**src/hdl/aob_pkg.sv**
```systemverilog
`default_nettype none

package aob_pkg;

    localparam int CHAN_W    = 8;
    localparam int NUM_CHAN  = 3;
    localparam int NUM_CELLS = CHAN_W;
    localparam int NUM_W     = 2 * CHAN_W;
    localparam int DSH_W     = CHAN_W + NUM_CELLS - 1;
    localparam int PIX_W     = 32;

    localparam logic [CHAN_W-1:0] FULL_ALPHA = 8'hFF;

    typedef logic [NUM_CHAN-1:0][CHAN_W-1:0] rgb_t;

    typedef struct packed {
        logic [NUM_CHAN-1:0][NUM_W-1:0] rem;
        logic [DSH_W-1:0]               dsh;
        rgb_t                           quo;
        logic [CHAN_W-1:0]              alpha;
    } div_t;

endpackage

`default_nettype wire

```
**src/hdl/aob_front.sv**
```systemverilog
`default_nettype none

module aob_front
    import aob_pkg::*;
(
    input  wire logic             clk,
    input  wire logic             rst_n,
    input  wire logic             up_valid,
    output logic                  up_ready,
    input  wire logic [PIX_W-1:0] bottom_pixel,
    input  wire logic [PIX_W-1:0] top_pixel,
    output logic                  dn_valid,
    input  wire logic             dn_ready,
    output div_t                  dn_data
);

    logic              a_valid_reg;
    logic [CHAN_W-1:0] a_wa_reg;
    rgb_t              a_top_reg;
    rgb_t              a_bot_reg;
    logic [NUM_W-1:0]  a_prod_reg;
    logic              a_ready;

    logic              b_valid_reg;
    logic [CHAN_W-1:0] b_wa_reg;
    logic [CHAN_W-1:0] b_wb_reg;
    logic [CHAN_W-1:0] b_sum_reg;
    rgb_t              b_top_reg;
    rgb_t              b_bot_reg;
    logic              b_ready;

    logic              c_valid_reg;
    div_t              c_data_reg;
    logic              c_ready;

    logic [NUM_W:0]    wb_full;
    logic [CHAN_W-1:0] wb_next;
    logic [CHAN_W:0]   sum_full;
    div_t              c_data_next;

    assign a_ready  = !a_valid_reg || b_ready;
    assign b_ready  = !b_valid_reg || c_ready;
    assign c_ready  = !c_valid_reg || dn_ready;
    assign up_ready = a_ready;
    assign dn_valid = c_valid_reg;
    assign dn_data  = c_data_reg;

    // Division by 255 of a 16-bit product, exact for every product of two 8-bit values.
    assign wb_full  = {1'b0, a_prod_reg} + (NUM_W+1)'(1)
                    + {{(CHAN_W+1){1'b0}}, a_prod_reg[NUM_W-1:CHAN_W]};
    assign wb_next  = wb_full[NUM_W-1:CHAN_W];
    assign sum_full = {1'b0, a_wa_reg} + {1'b0, wb_next};

    always_comb
    begin
        logic [NUM_W:0] num;
        for (int c = 0; c < NUM_CHAN; c++)
        begin
            num = {1'b0, NUM_W'(b_bot_reg[c]) * NUM_W'(b_wb_reg)}
                + {1'b0, NUM_W'(b_top_reg[c]) * NUM_W'(b_wa_reg)};
            c_data_next.rem[c] = num[NUM_W-1:0];
        end
        c_data_next.dsh   = {b_sum_reg, {(NUM_CELLS-1){1'b0}}};
        c_data_next.quo   = '0;
        c_data_next.alpha = b_sum_reg;
    end

    always_ff @(posedge clk or negedge rst_n)
    begin
        if (!rst_n)
        begin
            a_valid_reg <= 1'b0;
            b_valid_reg <= 1'b0;
            c_valid_reg <= 1'b0;
        end
        else
        begin
            if (a_ready)
            begin
                a_valid_reg <= up_valid;
            end
            if (b_ready)
            begin
                b_valid_reg <= a_valid_reg;
            end
            if (c_ready)
            begin
                c_valid_reg <= b_valid_reg;
            end
        end
    end

    always_ff @(posedge clk)
    begin
        if (a_ready && up_valid)
        begin
            a_wa_reg   <= top_pixel[PIX_W-1:PIX_W-CHAN_W];
            a_top_reg  <= top_pixel[NUM_CHAN*CHAN_W-1:0];
            a_bot_reg  <= bottom_pixel[NUM_CHAN*CHAN_W-1:0];
            a_prod_reg <= NUM_W'(bottom_pixel[PIX_W-1:PIX_W-CHAN_W])
                        * NUM_W'(FULL_ALPHA - top_pixel[PIX_W-1:PIX_W-CHAN_W]);
        end
        if (b_ready && a_valid_reg)
        begin
            b_wa_reg  <= a_wa_reg;
            b_wb_reg  <= wb_next;
            b_sum_reg <= sum_full[CHAN_W-1:0];
            b_top_reg <= a_top_reg;
            b_bot_reg <= a_bot_reg;
        end
        if (c_ready && b_valid_reg)
        begin
            c_data_reg <= c_data_next;
        end
    end

endmodule

`default_nettype wire

```
**src/hdl/aob_div_cell.sv**
```systemverilog
`default_nettype none

module aob_div_cell
    import aob_pkg::*;
(
    input  wire logic clk,
    input  wire logic rst_n,
    input  wire logic up_valid,
    output logic      up_ready,
    input  wire div_t up_data,
    output logic      dn_valid,
    input  wire logic dn_ready,
    output div_t      dn_data
);

    logic valid_reg;
    div_t data_reg;
    div_t data_next;

    assign up_ready = !valid_reg || dn_ready;
    assign dn_valid = valid_reg;
    assign dn_data  = data_reg;

    // One quotient bit per channel: compare against the shifted divisor and
    // hand the divisor on, shifted one place further down.
    always_comb
    begin
        logic ge;
        data_next = up_data;
        for (int c = 0; c < NUM_CHAN; c++)
        begin
            ge = up_data.rem[c] >= {1'b0, up_data.dsh};
            data_next.rem[c] = ge ? up_data.rem[c] - {1'b0, up_data.dsh} : up_data.rem[c];
            data_next.quo[c] = {up_data.quo[c][CHAN_W-2:0], ge};
        end
        data_next.dsh = up_data.dsh >> 1;
    end

    always_ff @(posedge clk or negedge rst_n)
    begin
        if (!rst_n)
        begin
            valid_reg <= 1'b0;
        end
        else if (up_ready)
        begin
            valid_reg <= up_valid;
        end
    end

    always_ff @(posedge clk)
    begin
        if (up_ready && up_valid)
        begin
            data_reg <= data_next;
        end
    end

    a_rem_bound : assert property (@(posedge clk) disable iff (!rst_n)
        (up_valid && up_data.dsh != '0) |->
            (up_data.rem[0] < {up_data.dsh, 1'b0}) && (up_data.rem[1] < {up_data.dsh, 1'b0})
            && (up_data.rem[2] < {up_data.dsh, 1'b0}))
        else $error("remainder out of range for this quotient bit");

    a_take : assert property (@(posedge clk) disable iff (!rst_n)
        (up_valid && up_ready) |=> valid_reg)
        else $error("item taken but not held");

    a_hold : assert property (@(posedge clk) disable iff (!rst_n)
        (valid_reg && !dn_ready) |=> (valid_reg && $stable(data_reg)))
        else $error("stalled item changed");

endmodule

`default_nettype wire

```
**src/hdl/argb_alpha_over_blend_unit.sv**
```systemverilog
`default_nettype none

// Channel  Handshake                 Payload
// pair     pair_valid / pair_stall   bottom_pixel, top_pixel
// blend    blend_valid / blend_stall blended_pixel
//
// One item per clock is accepted while pair_stall is low; its result is offered
// once the item has passed the front stages and the divider cells.
// Three front stages form the weights and numerators, then eight divider cells
// each resolve one quotient bit of all three colour channels.
// Every stage has its own ready, so bubbles close up and items keep entering
// while a result waits. Reset only clears the valid flags.

module argb_alpha_over_blend_unit
    import aob_pkg::*;
(
    input  wire logic             clk,
    input  wire logic             rst_n,
    input  wire logic             pair_valid,
    output logic                  pair_stall,
    input  wire logic [PIX_W-1:0] bottom_pixel,
    input  wire logic [PIX_W-1:0] top_pixel,
    output logic                  blend_valid,
    input  wire logic             blend_stall,
    output logic [PIX_W-1:0]      blended_pixel
);

    logic                 pair_ready;
    logic [NUM_CELLS:0]   cv;
    logic [NUM_CELLS:0]   cr;
    div_t [NUM_CELLS:0]   cd;
    div_t                 last;

    assign pair_stall = !pair_ready;

    aob_front u_front (
        .clk          (clk),
        .rst_n        (rst_n),
        .up_valid     (pair_valid),
        .up_ready     (pair_ready),
        .bottom_pixel (bottom_pixel),
        .top_pixel    (top_pixel),
        .dn_valid     (cv[0]),
        .dn_ready     (cr[0]),
        .dn_data      (cd[0])
    );

    for (genvar i = 0; i < NUM_CELLS; i++)
    begin : g_cell
        aob_div_cell u_cell (
            .clk      (clk),
            .rst_n    (rst_n),
            .up_valid (cv[i]),
            .up_ready (cr[i]),
            .up_data  (cd[i]),
            .dn_valid (cv[i+1]),
            .dn_ready (cr[i+1]),
            .dn_data  (cd[i+1])
        );
    end

    assign last             = cd[NUM_CELLS];
    assign cr[NUM_CELLS]    = !blend_stall;
    assign blend_valid      = cv[NUM_CELLS];
    assign blended_pixel    = (last.alpha == '0) ? '0 : {last.alpha, last.quo};

endmodule

`default_nettype wire

```
**config.mk**
```make
export PLATFORM = sky130hd
export DESIGN_NAME = argb_alpha_over_blend_unit
export DESIGN_NICKNAME = d
export VERILOG_FILES = /design/src/hdl/aob_pkg.sv /design/src/hdl/aob_front.sv /design/src/hdl/aob_div_cell.sv /design/src/hdl/argb_alpha_over_blend_unit.sv
export SDC_FILE = /design/constraint.sdc
export NUM_CORES = 2
export LEC_CHECK = 0
export BUFFER_PORTS_ARGS = -buffer_cell sky130_fd_sc_hd__buf_4
export CELL_PAD_IN_SITES_DETAIL_PLACEMENT = 2
export CELL_PAD_IN_SITES_GLOBAL_PLACEMENT = 2
export CORE_UTILIZATION = 44
export DETAILED_ROUTE_END_ITERATION = 10
export GPL_ROUTABILITY_DRIVEN = 0
export PLACE_DENSITY_LB_ADDON = 0.1
export SLEW_MARGIN = 20
export SYNTH_ARGS = -nofsm -noshare
export SYNTH_HDL_FRONTEND = slang
export SYNTH_SLANG_ARGS = --single-unit
```
**constraint.sdc**
```tcl
create_clock -name clk -period 6.6 [get_ports clk]
set_clock_uncertainty 0.15 [all_clocks]
set_input_delay 1.98 -clock clk [delete_from_list [all_inputs] [get_ports clk]]
set_output_delay 1.98 -clock clk [all_outputs]
set_load 0.05 [all_outputs]
```
Word-level counts from Yosys, hierarchy flattened
Index checks and enable logic that the tools add are counted.
W data, S select, Z words.
Operators by class
  add/subtract/negate cells: 28
  multiply operators: 7
  order comparisons: 24
  muxes and demuxes: 22
  reduce and logical (&&, ||, !) cells: 36
Operators with widths (count)
  $mux W16: 21
  $mul A8 B8 Y16: 6
  $add A16 B16 Y16: 3
  $ge A16 B10 Y1: 3
  $ge A16 B11 Y1: 3
  $ge A16 B12 Y1: 3
  $ge A16 B13 Y1: 3
  $ge A16 B14 Y1: 3
  $ge A16 B15 Y1: 3
  $ge A16 B8 Y1: 3
  $ge A16 B9 Y1: 3
  $sub A16 B10 Y16: 3
  $sub A16 B11 Y16: 3
  $sub A16 B12 Y16: 3
  $sub A16 B13 Y16: 3
  $sub A16 B14 Y16: 3
  $sub A16 B15 Y16: 3
  $sub A16 B9 Y16: 3
  $mux W32: 1
  $add A16 B1 Y16 const B: 1
  $add A16 B8 Y16: 1
  $mul A8 B16 Y16: 1
  $logic_not A1 Y1: 13
  $logic_and A1 B1 Y1: 11
  other kinds (4): 14
Word-level totals
  bits in registers: 719
  output and inout bits: 34

Logic depth before layout (Yosys ltp)
  word-level depth: 13
  gate-level depth with buffers: 21

Modules after synthesis
From an unflattened synthesis, not the netlist that was laid out.
Second synthesis, totals
  cell total of the unflattened synthesis: 6437
  area total of the unflattened synthesis: 69738.1 µm²
Modules (own cells, without submodules)
  aob_div_cell (g_cell[1].u_cell ...): instances 4, cells each 551, area each 5868.1 µm², sequential area each 2847.7 µm²
  aob_front: instances 1, cells each 2034, area each 22207.5 µm², sequential area each 6080.8 µm²
  aob_div_cell (g_cell[6].u_cell ...): instances 2, cells each 552, area each 5923.2 µm², sequential area each 2847.7 µm²
  aob_div_cell (g_cell[5].u_cell): instances 1, cells each 551, area each 5984.5 µm², sequential area each 2847.7 µm²
  aob_div_cell (g_cell[0].u_cell): instances 1, cells each 504, area each 5840.6 µm², sequential area each 2847.7 µm²
  argb_alpha_over_blend_unit: instances 1, cells each 40, area each 386.6 µm², sequential area each 0.0 µm²

Worst setup path before layout
Ideal clock, no wire load.
  kind: input to register
  start point: input blend_stall
  end point: register g_cell[1].u_cell.data_reg (netlist bit g_cell[1].u_cell.dn_data[16]), enable pin
  data arrival time: 5516 ps
  required time: 5931 ps
  path slack: 415 ps
  stages on the path: 4
  path through: nand4_1 > inv_1 > and3_1 > a31oi_1
On the way
  longest elaborated chain between the ends: 9
RTL lines
  start: declaration: RTL line argb_alpha_over_blend_unit.sv:24  | input wire logic blend_stall,
  $logic_not A1 Y1: RTL line argb_alpha_over_blend_unit.sv:63  | assign cr[NUM_CELLS] = !blend_stall;
  $logic_or A1 B1 Y1 (7 in series): RTL line aob_div_cell.sv:20  | assign up_ready = !valid_reg || dn_ready;
  $logic_and A1 B1 Y1: RTL line aob_div_cell.sv:53  | if (up_ready && up_valid)
  end signal: assignment: RTL line aob_div_cell.sv:55  | data_reg <= data_next;
  end: declaration: RTL line aob_div_cell.sv:17  | div_t data_reg;
Every way passes these cells.
A chain may end at the register's enable or synchronous reset.

==> qor.yml <==
status: "finished with violations"
violations: "design-rule violations"
worstSetupPathType: "flip-flop to flip-flop"
min_path_cells: 0
synthesis.area_um2: 49100
grt_max_degree: 73
period_needed_ns: 6.172
finalSetupTns_ns: 0
worstSetupStartpoint: "u_front.b_wb_reg[1]"
tightest_slew_ns: 0.9982
hold_path_startpoint: "u_front.a_bot_reg[12]"
synth_edf_count: 708
syn_nets: 5126
yosysTopAreaCell: "edfxtp_1"
max_slew_margin: 0.3332
core_um2: 110700
placedCellCount: 5843
synthArstFlopShare: 0.01530
post-place-ws_ns: 0.04210
ys.flop_type: "edfxtp_1"
drtAntennaViolNets: 0
most-common-layout-cells: "edfxtp_1 (708), inv_1 (622), ha_1 (431)"
largest_register_ffs: 508
track_usage: 0.2409
hold_buffers: 0
num_vias: 31759
drv_slew: 0
finalNonFillerCells: 5995
r2r_cells: 17
die_w_um: 336.0
critPathArrivalTime_ns: 6.42
hold_viol_final: 0
n_antenna_cell: 0
r2r-start: "u_front.b_wb_reg[1]"
clockBufferDepth: 3
fp.dieArea_um2: 112900
initial_utilization: 0.4437
r2r_slack_ns: 0.43
nNetsFinal: 5287
synth_area_per_cell_um2: 11.47
cts_setup_buffers: 0
cap_violations: 0
end_kind: "flip-flop"
layout_commonest_cell: "edfxtp_1"
fin_crit_sh: 0.9352
cts_made_buffers: 85
rsz0062_at_grt: "false"
final.setup.worst_slack_ns: 0.4276
worst_hold_path_type: "flip-flop to flip-flop"
yosys_warnings: 0
netlist_top_cells_area: "edfxtp_1 (43%), fa_1 (14%), ha_1 (11%), inv_1 (4.8%), and2_1 (3.6%)"
firstDrtPassIters: 8
grt_pass1_wl_mm: 209.6
cts.clk_slew.worst_paths_ns: 0.06
wl_per_cell_um: 22.20
drt_iter0_markers: 967
h-tree-depth: 3
drc: 1
netlist_instances: 4281
dieHeight_um: 336.0
ys_seq_elements: 719
port_buffers: 101
drive_gt1_frac: 0.07544
synth.distinct_cells: 75
ios: 102
max_clock_freq_ghz: 0.1620
drt-total-wl_mm: 133.1
setup_viol: 0
synth_top_area_frac: 0.4330
grt_pass1_vias: 36934
whs_endpoint: "u_front.b_bot_reg[12]"
antenna_found_initial: 0
vias_per_cell: 5.298
overflow: 0
cp_max_fo: 17
root_buffer: "clkbuf_16"
area_growth_pct: 11.16
fin_util: 0.4932
start_kind: "flip-flop"
clkLatencyLatePin_ns: 0.66
cts.sinks: 719
cts_tree: "done"
r2r_end: "u_front.dn_data[92]"
synth_seq_area_share: 0.4386
dp_hpwl_mm: 105.9
ctsResizeCount: 0
required_ns: 6.85
rows: 122
through the flow:
stage          hold WS (ns)  instance area (um2)
2_1_floorplan        0.2503                49100
3_3_place_gp         0.2506                51830
3_5_place_dp         0.2565                51840
4_1_cts              0.2640                54580
5_1_grt              0.2708                54580
6_report             0.2643                54580
final cells by class:
cell class	count	area [um2]
clock buffers	112	2311
clock inverters	40	426.7
multi-input cells	2868	24990
well taps	1488	1862
repair buffers	145	1114
flip-flops and latches	719	21540
fillers	11087	56090
inverters	623	2344
synth_stat cells, types with 8 or more instances:
master / number
a211o_1: 8
a211oi_1: 28
a21boi_0: 25
a21o_1: 65
a21oi_1: 180
a31oi_1: 10
and2_1: 280
and3_1: 9
clkbuf_1: 67
dfrtp_1: 11
edfxtp_1: 708
fa_1: 346
ha_1: 431
inv_1: 622
mux2_2: 26
mux2i_1: 25
nand2_1: 299
nand2b_1: 73
nand3_1: 40
nand3b_1: 8
nand4_1: 22
nand4b_1: 14
nor2_1: 223
nor2b_1: 96
nor3_1: 43
nor4_1: 35
o21a_1: 34
o21ai_0: 158
o21bai_1: 13
o31ai_1: 19
or2_2: 16
or3_1: 20
or4_1: 10
xnor2_1: 146
xor2_1: 81
worst max-delay path, stage by stage (launching register included):
cell	delay, ns
edfxtp_1	0.57
buf_4	0.34
nand2_1	0.13
fa_1	0.52
fa_1	0.55
inv_1	0.06
fa_1	0.48
fa_1	0.52
fa_1	0.50
inv_1	0.05
fa_1	0.47
inv_1	0.04
ha_1	0.23
or4_1	0.58
a41o_1	0.27
nor2_1	0.15
o21ai_0	0.14
xnor2_1	0.17
logic make-up (layout without fill, tap and decap cells):
family / count (synthesis) / count (layout) / synth area share
flip-flops: 719 / 719 / 0.4386
adder cells (fa/ha/maj): 777 / 777 / 0.2509
multiplexers: 58 / 58 / 0.01320
AND/OR/NAND/NOR: 1210 / 1210 / 0.1279
AO/OA/AOI/OAI: 596 / 596 / 0.07497
buffers and inverters: 694 / 920 / 0.05395
XOR/XNOR: 227 / 227 / 0.04049
metal layers:
layer	GRT usage	part of all wire	up-vias
met1	0.2630	0.38	16277
li1	-	-	14890
met5	0	0	-
met4	0.09317	0.038	0
met3	0.02313	0.021	225
met2	0.4732	0.56	367
worst max-delay path by stage:
stage / endpoint
2_1_floorplan: g_cell[1].u_cell.dn_data[16]
3_3_place_gp: u_front.a_prod_reg[15]
3_5_place_dp: u_front.a_prod_reg[13]
4_1_cts: u_front.dn_data[94]
5_1_grt: u_front.dn_data[92]
6_report: u_front.dn_data[92]
Power is not shown: default switching activity piles up to over one toggle a cycle in this logic, so the estimate is an artifact.
